==> config.mk <==
export PLATFORM = sky130hd
export DESIGN_NAME = multichannel_average_to_angle_top_flat
export DESIGN_NICKNAME = d
export VERILOG_FILES = /design/src/design/mavg_pkg.sv /design/src/design/mavg_in_if.sv /design/src/design/mavg_out_if.sv /design/src/design/multichannel_average_to_angle_top.sv /design/src/design/mavg_ram.sv /design/src/design/mavg_div.sv /design/src/flat_wrapper.sv
export VERILOG_INCLUDE_DIRS = /design/src /design/src/design
export SDC_FILE = /design/constraint.sdc
export NUM_CORES = 1
export LEC_CHECK = 0
export BUFFER_PORTS_ARGS = -buffer_cell sky130_fd_sc_hd__buf_2
export CORE_MARGIN = 4
export CORE_UTILIZATION = 55
export CTS_BUF_LIST = sky130_fd_sc_hd__clkbuf_8
export DETAILED_ROUTE_END_ITERATION = 6
export PLACE_DENSITY = 0.72
export SYNTH_ARGS = -nofsm -noshare
export SYNTH_HDL_FRONTEND = slang
export SYNTH_SLANG_ARGS = --single-unit
==> constraint.sdc <==
create_clock -name clk_i -period 8.4 [get_ports clk_i]
set_clock_uncertainty 0.05 [all_clocks]
set_input_delay 0 -clock clk_i [delete_from_list [all_inputs] [get_ports clk_i]]
set_output_delay 0 -clock clk_i [all_outputs]
set_load 0.05 [all_outputs]
==> src/design/multichannel_average_to_angle_top_assert.svh <==
// Assertion helpers used by the top-level design file.
`ifndef MULTICHANNEL_AVERAGE_TO_ANGLE_TOP_ASSERT_SVH
`define MULTICHANNEL_AVERAGE_TO_ANGLE_TOP_ASSERT_SVH

// Property must hold at every clock edge outside reset.
`define MATA_ASSERT(lbl, clk, rst_n, prop, msg) \
  lbl: assert property (@(posedge clk) disable iff (!rst_n) (prop)) else $error(msg);

// Condition must never be seen at a clock edge outside reset.
`define MATA_NEVER(lbl, clk, rst_n, cond, msg) \
  lbl: assert property (@(posedge clk) disable iff (!rst_n) !(cond)) else $error(msg);

`endif

==> src/design/mavg_pkg.sv <==
`timescale 1ns / 1ps

package mavg_pkg;

  localparam int SMP_W  = 10;  // converter sample and calibration limits
  localparam int CH_W   = 3;   // channel field
  localparam int ANG_W  = 8;   // angle registers and result
  localparam int DEN_W  = 10;  // divisor width of the serial divider
  localparam int PROD_W = 18;  // |avg - low| * |angle span| fits here
  localparam int MAP_W  = 20;  // signed mapped angle before clamping
  localparam int APB_AW = 3;
  localparam int APB_DW = 32;

  localparam logic [SMP_W-1:0] CAL_MAX        = 10'd1023;
  localparam logic [ANG_W-1:0] ANGLE_LOW_RST  = 8'd0;
  localparam logic [ANG_W-1:0] ANGLE_HIGH_RST = 8'd180;

  typedef enum logic [0:0] {
    OP_SAMPLE = 1'b0,
    OP_CALIB  = 1'b1
  } opcode_e;

  typedef enum logic [0:0] {
    REG_ANGLE_LOW  = 1'b0,
    REG_ANGLE_HIGH = 1'b1
  } cfg_reg_e;

  typedef struct packed {
    logic              start;
    logic [PROD_W-1:0] dividend;
    logic [DEN_W-1:0]  divisor;
  } div_req_t;

  typedef struct packed {
    logic              busy;
    logic              done;
    logic [PROD_W-1:0] quotient;
  } div_rsp_t;

endpackage

==> src/design/mavg_in_if.sv <==
`timescale 1ns / 1ps

interface mavg_in_if;
  logic                           valid;
  logic                           ready;
  mavg_pkg::opcode_e              opcode;
  logic [mavg_pkg::CH_W-1:0]      channel;
  logic                           new_frame;
  logic [mavg_pkg::SMP_W-1:0]     sample;
  logic [mavg_pkg::SMP_W-1:0]     cal_low;
  logic [mavg_pkg::SMP_W-1:0]     cal_high;

  modport source (output valid, opcode, channel, new_frame, sample, cal_low, cal_high,
                  input ready);
  modport sink (input valid, opcode, channel, new_frame, sample, cal_low, cal_high,
                output ready);
endinterface

==> src/design/mavg_out_if.sv <==
`timescale 1ns / 1ps

interface mavg_out_if;
  logic                           valid;
  logic                           ready;
  logic [mavg_pkg::CH_W-1:0]      out_channel;
  logic [mavg_pkg::SMP_W-1:0]     raw_value;
  logic [mavg_pkg::SMP_W-1:0]     average;
  logic [mavg_pkg::ANG_W-1:0]     angle;
  logic                           all_calibrated;

  modport source (output valid, out_channel, raw_value, average, angle, all_calibrated,
                  input ready);
  modport sink (input valid, out_channel, raw_value, average, angle, all_calibrated,
                output ready);
endinterface

==> src/design/multichannel_average_to_angle_top.sv <==
// Multichannel moving average with a linear map onto an angle range.
// in_i carries requests: a converter sample for a channel, or a calibration
// write of that channel's low/high limits. Requests naming a channel at or
// above CHANNELS are dropped. A calibration write or a dropped request gives
// no result. A sample updates the channel's window and running sum and gives
// one result on out_o: channel, raw sample, truncated window average, mapped
// and clamped angle (zero when the channel's calibration is invalid), and the
// all-calibrated flag. It runs a bit-serial division of the sum by WINDOW, a
// shift-add multiply of up to 8 steps and a bit-serial division of the scaled
// offset by the calibration span; the two 18-step divisions share one divider
// and only the first runs for an invalid calibration. One sample is in work
// at a time, so the next request is taken only after the sample's result is
// loaded into the output register. That register holds a finished result
// while out_o.ready is low; the next sample is taken meanwhile, but its
// result waits until the register is free. After reset the window memory
// is swept to zero, one entry per cycle, with in_i.ready low; APB writes to
// angle_low (0x0) and angle_high (0x4) are taken at all times.
`timescale 1ns / 1ps
`include "multichannel_average_to_angle_top_assert.svh"

module multichannel_average_to_angle_top #(
  parameter int CHANNELS = 5,
  parameter int WINDOW   = 8
) (
  input  logic                          clk_i,
  input  logic                          rst_ni,
  input  logic                          psel,
  input  logic                          penable,
  input  logic                          pwrite,
  input  logic [mavg_pkg::APB_AW-1:0]   paddr,
  input  logic [mavg_pkg::APB_DW-1:0]   pwdata,
  output logic [mavg_pkg::APB_DW-1:0]   prdata,
  output logic                          pready,
  mavg_in_if.sink                       in_i,
  mavg_out_if.source                    out_o
);

  localparam int SMP_W    = mavg_pkg::SMP_W;
  localparam int ANG_W    = mavg_pkg::ANG_W;
  localparam int CH_W     = mavg_pkg::CH_W;
  localparam int PROD_W   = mavg_pkg::PROD_W;
  localparam int DEN_W    = mavg_pkg::DEN_W;
  localparam int MAP_W    = mavg_pkg::MAP_W;
  localparam int DEPTH    = CHANNELS * WINDOW;
  localparam int ADDR_W   = (DEPTH > 1) ? $clog2(DEPTH) : 1;
  localparam int WP_W     = (WINDOW > 1) ? $clog2(WINDOW) : 1;
  localparam int CI_W     = (CHANNELS > 1) ? $clog2(CHANNELS) : 1;
  localparam int SUM_W    = SMP_W + $clog2(WINDOW);
  localparam int MCNT_W   = $clog2(ANG_W);
  localparam logic [WP_W-1:0]   WP_LAST  = WP_W'(WINDOW - 1);
  localparam logic [ADDR_W-1:0] ADDR_END = ADDR_W'(DEPTH - 1);

  typedef enum logic [3:0] {
    ST_CLEAR,
    ST_IDLE,
    ST_RD,
    ST_SUM,
    ST_DIVA,
    ST_MUL,
    ST_MGO,
    ST_DIVM,
    ST_CLAMP,
    ST_FIN
  } state_e;

  state_e              state_q;
  logic [ADDR_W-1:0]   clr_q, addr_q;
  logic [WP_W-1:0]     wp_q;
  logic [CI_W-1:0]     ch_q;
  logic [SMP_W-1:0]    smp_q, avg_q;
  logic [SUM_W-1:0]    sum_q [CHANNELS];
  logic [SMP_W-1:0]    cal_lo_q [CHANNELS];
  logic [SMP_W-1:0]    cal_hi_q [CHANNELS];
  logic [ANG_W-1:0]    alo_q, ahi_q;
  logic [PROD_W-1:0]   mcand_q, acc_q;
  logic [ANG_W-1:0]    mplier_q;
  logic [MCNT_W-1:0]   mcnt_q;
  logic                neg_q;
  logic [MAP_W-1:0]    map_q;
  logic [ANG_W-1:0]    angle_q;

  logic                out_valid_q, out_allcal_q;
  logic [CH_W-1:0]     out_ch_q;
  logic [SMP_W-1:0]    out_raw_q, out_avg_q;
  logic [ANG_W-1:0]    out_ang_q;

  logic                in_ready, in_take, ch_ok, cfg_we, all_cal, smp_take;
  logic [WP_W-1:0]     wp_next;
  logic [CI_W-1:0]     in_ch;
  logic [SMP_W-1:0]    ram_rdata, cur_lo, cur_hi;
  logic [SUM_W-1:0]    sum_new;
  logic [SMP_W:0]      diff_avg;
  logic [ANG_W:0]      diff_ang;
  logic [SMP_W-1:0]    mag_avg;
  logic [ANG_W-1:0]    mag_ang;
  logic [MAP_W-1:0]    quo_s, alo_s, ahi_s;
  logic                ram_we, ram_re;
  logic [ADDR_W-1:0]   ram_waddr;
  logic [SMP_W-1:0]    ram_wdata;
  mavg_pkg::div_req_t  div_req;
  mavg_pkg::div_rsp_t  div_rsp;

  // Configuration port
  assign pready = 1'b1;
  assign cfg_we = psel && penable && pwrite;
  assign prdata = (mavg_pkg::cfg_reg_e'(paddr[2]) == mavg_pkg::REG_ANGLE_HIGH)
                  ? mavg_pkg::APB_DW'(ahi_q) : mavg_pkg::APB_DW'(alo_q);

  // Input decode
  assign in_ready    = (state_q == ST_IDLE);
  assign in_i.ready  = in_ready;
  assign in_take     = in_i.valid && in_ready;
  assign ch_ok       = {1'b0, in_i.channel} < (CH_W + 1)'(CHANNELS);
  assign smp_take    = in_take && ch_ok && (in_i.opcode == mavg_pkg::OP_SAMPLE);
  assign in_ch       = CI_W'(in_i.channel);
  assign wp_next     = !in_i.new_frame ? wp_q : ((wp_q == WP_LAST) ? '0 : wp_q + 1'b1);

  assign cur_lo  = cal_lo_q[ch_q];
  assign cur_hi  = cal_hi_q[ch_q];
  assign sum_new = sum_q[ch_q] - SUM_W'(ram_rdata) + SUM_W'(smp_q);

  // Operands of the range map; products are formed on magnitudes
  always_comb begin
    diff_avg = {1'b0, avg_q} - {1'b0, cur_lo};
    diff_ang = {1'b0, ahi_q} - {1'b0, alo_q};
    mag_avg  = diff_avg[SMP_W] ? SMP_W'(-diff_avg) : diff_avg[SMP_W-1:0];
    mag_ang  = diff_ang[ANG_W] ? ANG_W'(-diff_ang) : diff_ang[ANG_W-1:0];
    quo_s    = MAP_W'(div_rsp.quotient);
    alo_s    = MAP_W'(alo_q);
    ahi_s    = MAP_W'(ahi_q);
  end

  always_comb begin
    all_cal = 1'b1;
    for (int c = 0; c < CHANNELS; c++) begin
      if (cal_hi_q[c] <= cal_lo_q[c]) begin
        all_cal = 1'b0;
      end
    end
  end

  // Shared serial divider: window average first, range map second
  always_comb begin
    div_req.start    = (state_q == ST_SUM) || (state_q == ST_MGO);
    div_req.dividend = (state_q == ST_SUM) ? PROD_W'(sum_new) : acc_q;
    div_req.divisor  = (state_q == ST_SUM) ? DEN_W'(WINDOW) : DEN_W'(cur_hi - cur_lo);
  end

  mavg_div u_div (
    .clk_i  (clk_i),
    .rst_ni (rst_ni),
    .req_i  (div_req),
    .rsp_o  (div_rsp)
  );

  // Window memory: swept to zero after reset, then read-modify-write per sample
  always_comb begin
    ram_we    = (state_q == ST_CLEAR) || (state_q == ST_SUM);
    ram_waddr = (state_q == ST_CLEAR) ? clr_q : addr_q;
    ram_wdata = (state_q == ST_CLEAR) ? '0 : smp_q;
    ram_re    = (state_q == ST_RD);
  end

  mavg_ram #(
    .WIDTH (SMP_W),
    .DEPTH (DEPTH)
  ) u_window (
    .clk_i   (clk_i),
    .we_i    (ram_we),
    .waddr_i (ram_waddr),
    .wdata_i (ram_wdata),
    .re_i    (ram_re),
    .raddr_i (addr_q),
    .rdata_o (ram_rdata)
  );

  always_ff @(posedge clk_i or negedge rst_ni) begin
    if (!rst_ni) begin
      state_q      <= ST_CLEAR;
      clr_q        <= '0;
      addr_q       <= '0;
      wp_q         <= '0;
      ch_q         <= '0;
      smp_q        <= '0;
      avg_q        <= '0;
      alo_q        <= mavg_pkg::ANGLE_LOW_RST;
      ahi_q        <= mavg_pkg::ANGLE_HIGH_RST;
      mcand_q      <= '0;
      mplier_q     <= '0;
      acc_q        <= '0;
      mcnt_q       <= '0;
      neg_q        <= 1'b0;
      map_q        <= '0;
      angle_q      <= '0;
      out_valid_q  <= 1'b0;
      out_ch_q     <= '0;
      out_raw_q    <= '0;
      out_avg_q    <= '0;
      out_ang_q    <= '0;
      out_allcal_q <= 1'b0;
      for (int c = 0; c < CHANNELS; c++) begin
        sum_q[c]    <= '0;
        cal_lo_q[c] <= '0;
        cal_hi_q[c] <= mavg_pkg::CAL_MAX;
      end
    end else begin
      if (cfg_we) begin
        if (mavg_pkg::cfg_reg_e'(paddr[2]) == mavg_pkg::REG_ANGLE_HIGH) begin
          ahi_q <= pwdata[ANG_W-1:0];
        end else begin
          alo_q <= pwdata[ANG_W-1:0];
        end
      end

      // A result loaded in the finish state replaces the one leaving
      if (out_valid_q && out_o.ready && (state_q != ST_FIN)) begin
        out_valid_q <= 1'b0;
      end

      unique case (state_q)
        ST_CLEAR: begin
          clr_q <= clr_q + 1'b1;
          if (clr_q == ADDR_END) begin
            state_q <= ST_IDLE;
          end
        end
        ST_IDLE: begin
          if (in_take && ch_ok) begin
            if (in_i.opcode == mavg_pkg::OP_CALIB) begin
              cal_lo_q[in_ch] <= in_i.cal_low;
              cal_hi_q[in_ch] <= in_i.cal_high;
            end else begin
              wp_q    <= wp_next;
              ch_q    <= in_ch;
              smp_q   <= in_i.sample;
              addr_q  <= ADDR_W'(int'(in_ch) * WINDOW + int'(wp_next));
              state_q <= ST_RD;
            end
          end
        end
        ST_RD: begin
          state_q <= ST_SUM;
        end
        ST_SUM: begin
          sum_q[ch_q] <= sum_new;
          state_q     <= ST_DIVA;
        end
        ST_DIVA: begin
          if (div_rsp.done) begin
            avg_q <= div_rsp.quotient[SMP_W-1:0];
            if (cur_hi > cur_lo) begin
              state_q <= ST_MUL;
            end else begin
              angle_q <= '0;
              state_q <= ST_FIN;
            end
          end
        end
        ST_MUL: begin
          // First cycle loads operands; avg_q is valid from here on
          if (mcnt_q == '0 && acc_q == '0 && mplier_q == '0 && mcand_q == '0) begin
            mcand_q  <= PROD_W'(mag_avg);
            mplier_q <= mag_ang;
            neg_q    <= diff_avg[SMP_W] ^ diff_ang[ANG_W];
            mcnt_q   <= MCNT_W'(1);
            acc_q    <= '0;
            if (mag_avg == '0 || mag_ang == '0) begin
              state_q <= ST_MGO;
            end
          end else begin
            if (mplier_q[0]) begin
              acc_q <= acc_q + mcand_q;
            end
            mcand_q  <= mcand_q << 1;
            mplier_q <= mplier_q >> 1;
            mcnt_q   <= mcnt_q + 1'b1;
            if (mplier_q[ANG_W-1:1] == '0) begin
              state_q <= ST_MGO;
            end
          end
        end
        ST_MGO: begin
          state_q <= ST_DIVM;
        end
        ST_DIVM: begin
          if (div_rsp.done) begin
            map_q   <= (neg_q ? -quo_s : quo_s) + alo_s;
            state_q <= ST_CLAMP;
          end
        end
        ST_CLAMP: begin
          if ($signed(map_q) < $signed(alo_s)) begin
            angle_q <= (alo_s > ahi_s) ? ahi_q : alo_q;
          end else if ($signed(map_q) > $signed(ahi_s)) begin
            angle_q <= ahi_q;
          end else begin
            angle_q <= map_q[ANG_W-1:0];
          end
          state_q <= ST_FIN;
        end
        ST_FIN: begin
          if (!out_valid_q || out_o.ready) begin
            out_valid_q  <= 1'b1;
            out_ch_q     <= CH_W'(ch_q);
            out_raw_q    <= smp_q;
            out_avg_q    <= avg_q;
            out_ang_q    <= angle_q;
            out_allcal_q <= all_cal;
            mcand_q      <= '0;
            mplier_q     <= '0;
            acc_q        <= '0;
            mcnt_q       <= '0;
            state_q      <= ST_IDLE;
          end
        end
        default: begin
          state_q <= ST_IDLE;
        end
      endcase
    end
  end

  assign out_o.valid          = out_valid_q;
  assign out_o.out_channel    = out_ch_q;
  assign out_o.raw_value      = out_raw_q;
  assign out_o.average        = out_avg_q;
  assign out_o.angle          = out_ang_q;
  assign out_o.all_calibrated = out_allcal_q;

  `MATA_ASSERT(a_div_start_idle, clk_i, rst_ni, div_req.start |-> !div_rsp.busy, "divider busy")
  `MATA_NEVER(a_wp_range, clk_i, rst_ni, wp_q > WP_LAST, "write position beyond window")
  `MATA_ASSERT(a_out_fin, clk_i, rst_ni, $rose(out_valid_q) |-> $past(state_q) == ST_FIN, "bad load")
  `MATA_ASSERT(a_sample_reads, clk_i, rst_ni, smp_take |=> state_q == ST_RD, "sample not started")

endmodule

==> src/design/mavg_ram.sv <==
`timescale 1ns / 1ps

module mavg_ram #(
  parameter int WIDTH = 10,
  parameter int DEPTH = 40
) (
  input  logic                                      clk_i,
  input  logic                                      we_i,
  input  logic [(DEPTH > 1 ? $clog2(DEPTH) : 1)-1:0] waddr_i,
  input  logic [WIDTH-1:0]                          wdata_i,
  input  logic                                      re_i,
  input  logic [(DEPTH > 1 ? $clog2(DEPTH) : 1)-1:0] raddr_i,
  output logic [WIDTH-1:0]                          rdata_o
);

  logic [WIDTH-1:0] mem_q [DEPTH];
  logic [WIDTH-1:0] rdata_q;

  always_ff @(posedge clk_i) begin
    if (we_i) begin
      mem_q[waddr_i] <= wdata_i;
    end
    if (re_i) begin
      rdata_q <= mem_q[raddr_i];
    end
  end

  assign rdata_o = rdata_q;

endmodule

==> src/design/mavg_div.sv <==
`timescale 1ns / 1ps

// Restoring divider, one quotient bit per cycle.
module mavg_div (
  input  logic               clk_i,
  input  logic               rst_ni,
  input  mavg_pkg::div_req_t req_i,
  output mavg_pkg::div_rsp_t rsp_o
);

  localparam int PW    = mavg_pkg::PROD_W;
  localparam int DW    = mavg_pkg::DEN_W;
  localparam int CNT_W = $clog2(PW + 1);

  logic             busy_q, done_q;
  logic [CNT_W-1:0] cnt_q;
  logic [DW-1:0]    den_q, rem_q;
  logic [PW-1:0]    quo_q;
  logic [DW:0]      trial, diff;
  logic             fits;

  always_comb begin
    trial = {rem_q, quo_q[PW-1]};
    diff  = trial - {1'b0, den_q};
    fits  = trial >= {1'b0, den_q};
  end

  always_ff @(posedge clk_i or negedge rst_ni) begin
    if (!rst_ni) begin
      busy_q <= 1'b0;
      done_q <= 1'b0;
      cnt_q  <= '0;
    end else if (req_i.start) begin
      busy_q <= 1'b1;
      done_q <= 1'b0;
      cnt_q  <= CNT_W'(PW);
    end else if (busy_q) begin
      cnt_q <= cnt_q - 1'b1;
      if (cnt_q == CNT_W'(1)) begin
        busy_q <= 1'b0;
        done_q <= 1'b1;
      end
    end else begin
      done_q <= 1'b0;
    end
  end

  always_ff @(posedge clk_i) begin
    if (req_i.start) begin
      den_q <= req_i.divisor;
      rem_q <= '0;
      quo_q <= req_i.dividend;
    end else if (busy_q) begin
      rem_q <= fits ? diff[DW-1:0] : trial[DW-1:0];
      quo_q <= {quo_q[PW-2:0], fits};
    end
  end

  assign rsp_o.busy     = busy_q;
  assign rsp_o.done     = done_q;
  assign rsp_o.quotient = quo_q;

endmodule

==> src/flat_wrapper.sv <==
// flat-port wrapper written by rule: the top's interface ports become plain ports
module multichannel_average_to_angle_top_flat 
#(
  parameter int CHANNELS = 5,
  parameter int WINDOW   = 8
)
  (clk_i, rst_ni, psel, penable, pwrite, paddr, pwdata, prdata, pready, in_i_valid, in_i_opcode, in_i_channel, in_i_new_frame, in_i_sample, in_i_cal_low, in_i_cal_high, in_i_ready, out_o_valid, out_o_out_channel, out_o_raw_value, out_o_average, out_o_angle, out_o_all_calibrated, out_o_ready);
  mavg_in_if in_i_i ();
  mavg_out_if out_o_i ();
  input  logic clk_i;
  input  logic rst_ni;
  input  logic psel;
  input  logic penable;
  input  logic pwrite;
  input  logic [mavg_pkg::APB_AW-1:0] paddr;
  input  logic [mavg_pkg::APB_DW-1:0] pwdata;
  output logic [mavg_pkg::APB_DW-1:0] prdata;
  output logic pready;
  input wire logic [$bits(in_i_i.valid)-1:0] in_i_valid;
  input wire logic [$bits(in_i_i.opcode)-1:0] in_i_opcode;
  input wire logic [$bits(in_i_i.channel)-1:0] in_i_channel;
  input wire logic [$bits(in_i_i.new_frame)-1:0] in_i_new_frame;
  input wire logic [$bits(in_i_i.sample)-1:0] in_i_sample;
  input wire logic [$bits(in_i_i.cal_low)-1:0] in_i_cal_low;
  input wire logic [$bits(in_i_i.cal_high)-1:0] in_i_cal_high;
  output wire logic [$bits(in_i_i.ready)-1:0] in_i_ready;
  output wire logic [$bits(out_o_i.valid)-1:0] out_o_valid;
  output wire logic [$bits(out_o_i.out_channel)-1:0] out_o_out_channel;
  output wire logic [$bits(out_o_i.raw_value)-1:0] out_o_raw_value;
  output wire logic [$bits(out_o_i.average)-1:0] out_o_average;
  output wire logic [$bits(out_o_i.angle)-1:0] out_o_angle;
  output wire logic [$bits(out_o_i.all_calibrated)-1:0] out_o_all_calibrated;
  input wire logic [$bits(out_o_i.ready)-1:0] out_o_ready;
  assign in_i_i.valid = in_i_valid;
  assign in_i_i.opcode = in_i_opcode;
  assign in_i_i.channel = in_i_channel;
  assign in_i_i.new_frame = in_i_new_frame;
  assign in_i_i.sample = in_i_sample;
  assign in_i_i.cal_low = in_i_cal_low;
  assign in_i_i.cal_high = in_i_cal_high;
  assign in_i_ready = in_i_i.ready;
  assign out_o_valid = out_o_i.valid;
  assign out_o_out_channel = out_o_i.out_channel;
  assign out_o_raw_value = out_o_i.raw_value;
  assign out_o_average = out_o_i.average;
  assign out_o_angle = out_o_i.angle;
  assign out_o_all_calibrated = out_o_i.all_calibrated;
  assign out_o_i.ready = out_o_ready;
  multichannel_average_to_angle_top #(.CHANNELS(CHANNELS), .WINDOW(WINDOW)) u_core (.clk_i(clk_i), .rst_ni(rst_ni), .psel(psel), .penable(penable), .pwrite(pwrite), .paddr(paddr), .pwdata(pwdata), .prdata(prdata), .pready(pready), .in_i(in_i_i), .out_o(out_o_i));
endmodule
==> impl_metrics.yaml <==
status:
  status: "finished, violations left"
  violations: "DRC"
power:
  power_density_mw_per_mm2: 416
  p_sw_w: 0.00763
  clkPwrFrac_pct: 18.4
  p_int_w: 0.0104
  power_frac_comb_pct: 47.1
  total_leakage_power_nw: 17.4
  seqPwrFrac_pct: 34.5
  p_total_w: 0.0180
  switching_share_pct: 42.4
  ir_drop_uv: 248
layout:
  layout-drive-gt1-share_pct: 20.6
  nets: 3454
  multi_input_area_sq_mm: 0.0151
  synthToLayoutAreaGrowth_pct: 13.6
  area.sequential_sq_mm: 0.0218
  fillers: 5099
worst_setup_path:
  reg2reg_setup_slack_ns: 2.77
  worstSetupPathType: "register to register"
  crit_path_end_kind: "register"
  crit_fanout: 18
  path_buf_inv: 3
  cp_slowest_cell: "dfrtp_2"
  crit_family: "compound AO/OA/AOI/OAI gates"
  r2r-start: "u_core.ch_q[1]$_DFFE_PN0P_"
  crit_arrival_ns: 6.25
  r2r_cells: 17
  crit_chain: "buf_4 -> nor2_1 -> buf_4 -> a22oi_1 -> o22ai_1 -> ha_1 -> inv_1 -> fa_1 -> a211oi_2 -> o21ai_1 -> xnor2_1 -> and2_1 -> a41oi_2 -> xnor3_1 -> a2111oi_4 -> a211oi_2 -> mux2_4"
  critical_path.max_stage_delay_ns: 0.57
  r2r_end: "u_core.state_q[0]$_DFFE_PN0P_"
  startpoint_type: "register"
  crit_required_ns: 9.02
logic_synthesis:
  ys_types: 89
  synth.most_common_cell: "edfxtp_1"
  yosys.area.top_type: "edfxtp_1"
  syn_area_sq_mm: 0.0381
  yosysWarnings: 0
  yosysTopAreaCellShare_pct: 34.6
  syn_inst: 2964
  async_reset_ff_share_pct: 42.6
  synth_area_per_cell_sq_um: 12.8
  synth_edf_count: 438
  synthFlopType: "edfxtp_1"
  ys_top_cells_by_count: "edfxtp_1, dfrtp_1, nand2_1, o21ai_0, inv_1"
  ys_ff_latch: 781
  synth.area.top_cells: "edfxtp_1, dfrtp_1, mux4_2"
  ys_seq_area_share_pct: 57.2
min_path:
  hp-class: "primary input to register"
  hold_start: "in_i_channel[2]"
  hold_depth: 3
  hold_end: "u_core.ch_q[2]$_DFFE_PN0P_"
placed_design:
  routabilityCongestion: 0.910
  dpl.hpwl_um: 62400
  portBuffers: 92
routing:
  drc: 11
  antenna_left: 0
  routedWlPerCell_um: 22.0
  first_pass_iters: 7
  drtIter0Drc: 2485
  vias: 25300
  routed_wl_um: 93500
  vias_per_cell: 5.95
timing:
  rsz0062_at_grt: "false"
  timing.slew.headroom_pct: 17.5
  finalHoldViolations: 0
  period_needed_ns: 5.63
  drv_slew: 0
  min_period_over_period_pct: 67.0
  clock.fmax_mhz: 178
  worst_slew_pin_slew_ns: 1.23
  finalSetupViolations: 0
  tns_ns: 0
clocking:
  root_buffer: "clkbuf_8"
  cts.repair.resized: 0
  cts.reportedPaths.clkPinSlew_ns: 0.06
  cts_buffers: 133
  cts-hold-fix-buffers: 112
  clk_path_buf_depth: 3
  cts_tree: "done"
  cts_setup_buffers: 0
  htree_levels: 4
  clkLatencyLatePin_ns: 0.80
  clkSinkCount: 781
grt:
  grt_max_degree: 152
  grt_use_total_pct: 25.5
  antenna_found_initial: 1
  grt_pass1_wl_um: 146000
  grt_overflow: 0
  grt_pass1_vias: 25500
job:
  cap_viol_max_count: 0
die:
  fp.dieW_um: 271
  rows: 96
  io_pins: 144
  dieArea_sq_mm: 0.0735
  start_util_pct: 55.5
  chipHeight_um: 271
  core-area_sq_mm: 0.0686
-- how the worst max path moves through the flow --
stage	from	endpoint	slack, ns	cells past startpoint
after floorplan	u_core.ch_q[0]$_DFFE_PN0P_	u_core.state_q[0]$_DFFE_PN0P_	3.17	20
after global placement	u_core.ch_q[0]$_DFFE_PN0P_	u_core.state_q[0]$_DFFE_PN0P_	2.87	16
after detailed placement	u_core.ch_q[0]$_DFFE_PN0P_	u_core.state_q[0]$_DFFE_PN0P_	2.83	16
after CTS	u_core.ch_q[0]$_DFFE_PN0P_	u_core.state_q[0]$_DFFE_PN0P_	2.79	16
after global routing	u_core.ch_q[0]$_DFFE_PN0P_	u_core.state_q[0]$_DFFE_PN0P_	2.54	16
final	u_core.ch_q[1]$_DFFE_PN0P_	u_core.state_q[0]$_DFFE_PN0P_	2.77	17
-- worst reg2reg max path, stage by stage, from the launching register on --
cell,delay (ns)
dfrtp_2,0.57
buf_4,0.29
nor2_1,0.43
buf_4,0.28
a22oi_1,0.10
o22ai_1,0.37
ha_1,0.25
inv_1,0.06
fa_1,0.42
a211oi_2,0.30
o21ai_1,0.17
xnor2_1,0.44
and2_1,0.24
a41oi_2,0.15
xnor3_1,0.47
a2111oi_4,0.47
a211oi_2,0.13
mux2_4,0.32
-- flip-flops by register name, summed over array words and instances (netlist names), 4 cells and up --
signal,count
u_core.u_div.quo_q,18
u_core.angle_q,8
u_core.acc_q,18
u_core.u_div.cnt_q,5
u_core.mplier_q,8
u_core.out_o.average,10
u_core.out_o.raw_value,10
u_core.alo_q,8
u_core.mcand_q,18
u_core.out_o.angle,8
u_core.state_q,4
u_core.sum_q,65
u_core.u_div.rem_q,10
u_core.u_window.rdata_o,10
u_core.cal_hi_q,50
u_core.ahi_q,8
u_core.avg_q,10
u_core.clr_q,6
u_core.u_window.mem_q,400
u_core.smp_q,10
u_core.map_q,20
u_core.u_div.den_q,10
u_core.cal_lo_q,50
-- cells in the final DEF, fill, tap and decap left out, types with 14 or more instances in the layout --
cell	synthesis	routed
conb_1	2	25
a31oi_1	14	14
clkbuf_8	0	150
nor3_1	34	32
a22oi_1	44	44
nand3_1	27	27
a22o_1	24	24
nand4_1	27	27
nor2b_1	29	29
a21o_1	38	38
dfrtp_1	279	274
nand2b_1	27	26
dfstp_2	54	54
ha_1	153	153
xnor2_1	59	59
inv_1	168	212
nor2_1	145	134
buf_2	8	91
mux2_2	147	147
mux2i_1	46	46
nand2_1	259	259
dlygate4sd3_1	0	111
edfxtp_1	438	438
o22ai_1	28	28
a21oi_1	117	117
mux4_2	124	124
o21ai_0	243	243
clkinv_1	1	21
buf_4	25	38
nor4_1	19	17
xor2_1	37	37
fa_1	16	16
-- area by class of cell --
cell class	instances	area share (%)
well taps	931	2.69
flip-flops and latches	781	50.3
inverters	170	1.48
clock inverters	93	1.27
clock buffers	150	4.77
diodes	5	0.0289
multi-input cells	1879	35.0
repair buffers	243	4.43
-- metrics by stage --
stage	std cells	utilization [%]	area, sq um	worst slack, ns	hold WS [ns]
2_1_floorplan	2987	-	38100	3.17	-0.346
3_3_place_gp	3892	57.6	39500	2.87	-0.0689
3_5_place_dp	3892	57.6	39500	2.83	-0.0639
4_1_cts	4247	63.0	43200	2.79	0.00512
5_1_grt	4252	63.0	43200	2.54	0.0618
6_report	4252	63.0	43200	2.77	0.0626
-- metal layers --
| metal | vias up | part of all wire (%) | routed length [um] | track usage (%) |
|---|---|---|---|---|
| met5 | - | 0 | 0 | 0 |
| met4 | 0 | 4.3 | 3990 | 11.1 |
| li1 | 11500 | - | - | - |
| met2 | 897 | 49 | 46300 | 42.5 |
| met1 | 12600 | 41 | 37900 | 33.4 |
| met3 | 225 | 5.6 | 5280 | 4.16 |
-- power groups by stage --
stage / combinational, W / sequential (W) / clock, W
6_report: 0.00847 / 0.00621 / 0.00332
5_1_grt: 0.00927 / 0.00632 / 0.00358
4_1_cts: 0.00845 / 0.00620 / 0.00338
3_5_place_dp: 0.00834 / 0.00626 / 0
3_3_place_gp: 0.00806 / 0.00622 / 0
2_1_floorplan: 0.00596 / 0.00605 / 0
-- logic make-up (layout without fill, tap and decap cells) --
family / count (synthesis) / after routing / share of synthesized area, %
AOI/OAI and AO/OA: 634 / 634 / 10.4
xor gates and xnor gates: 98 / 98 / 2.31
adders and majority gates: 169 / 169 / 5.87
buffers and inverters: 327 / 656 / 3.50
DFF: 781 / 781 / 57.2
muxes: 318 / 318 / 12.9
other: 2 / 30 / 0.0197
and+or+nand+nor: 635 / 635 / 7.79
Note: power is estimated with default switching activity, not from simulation.
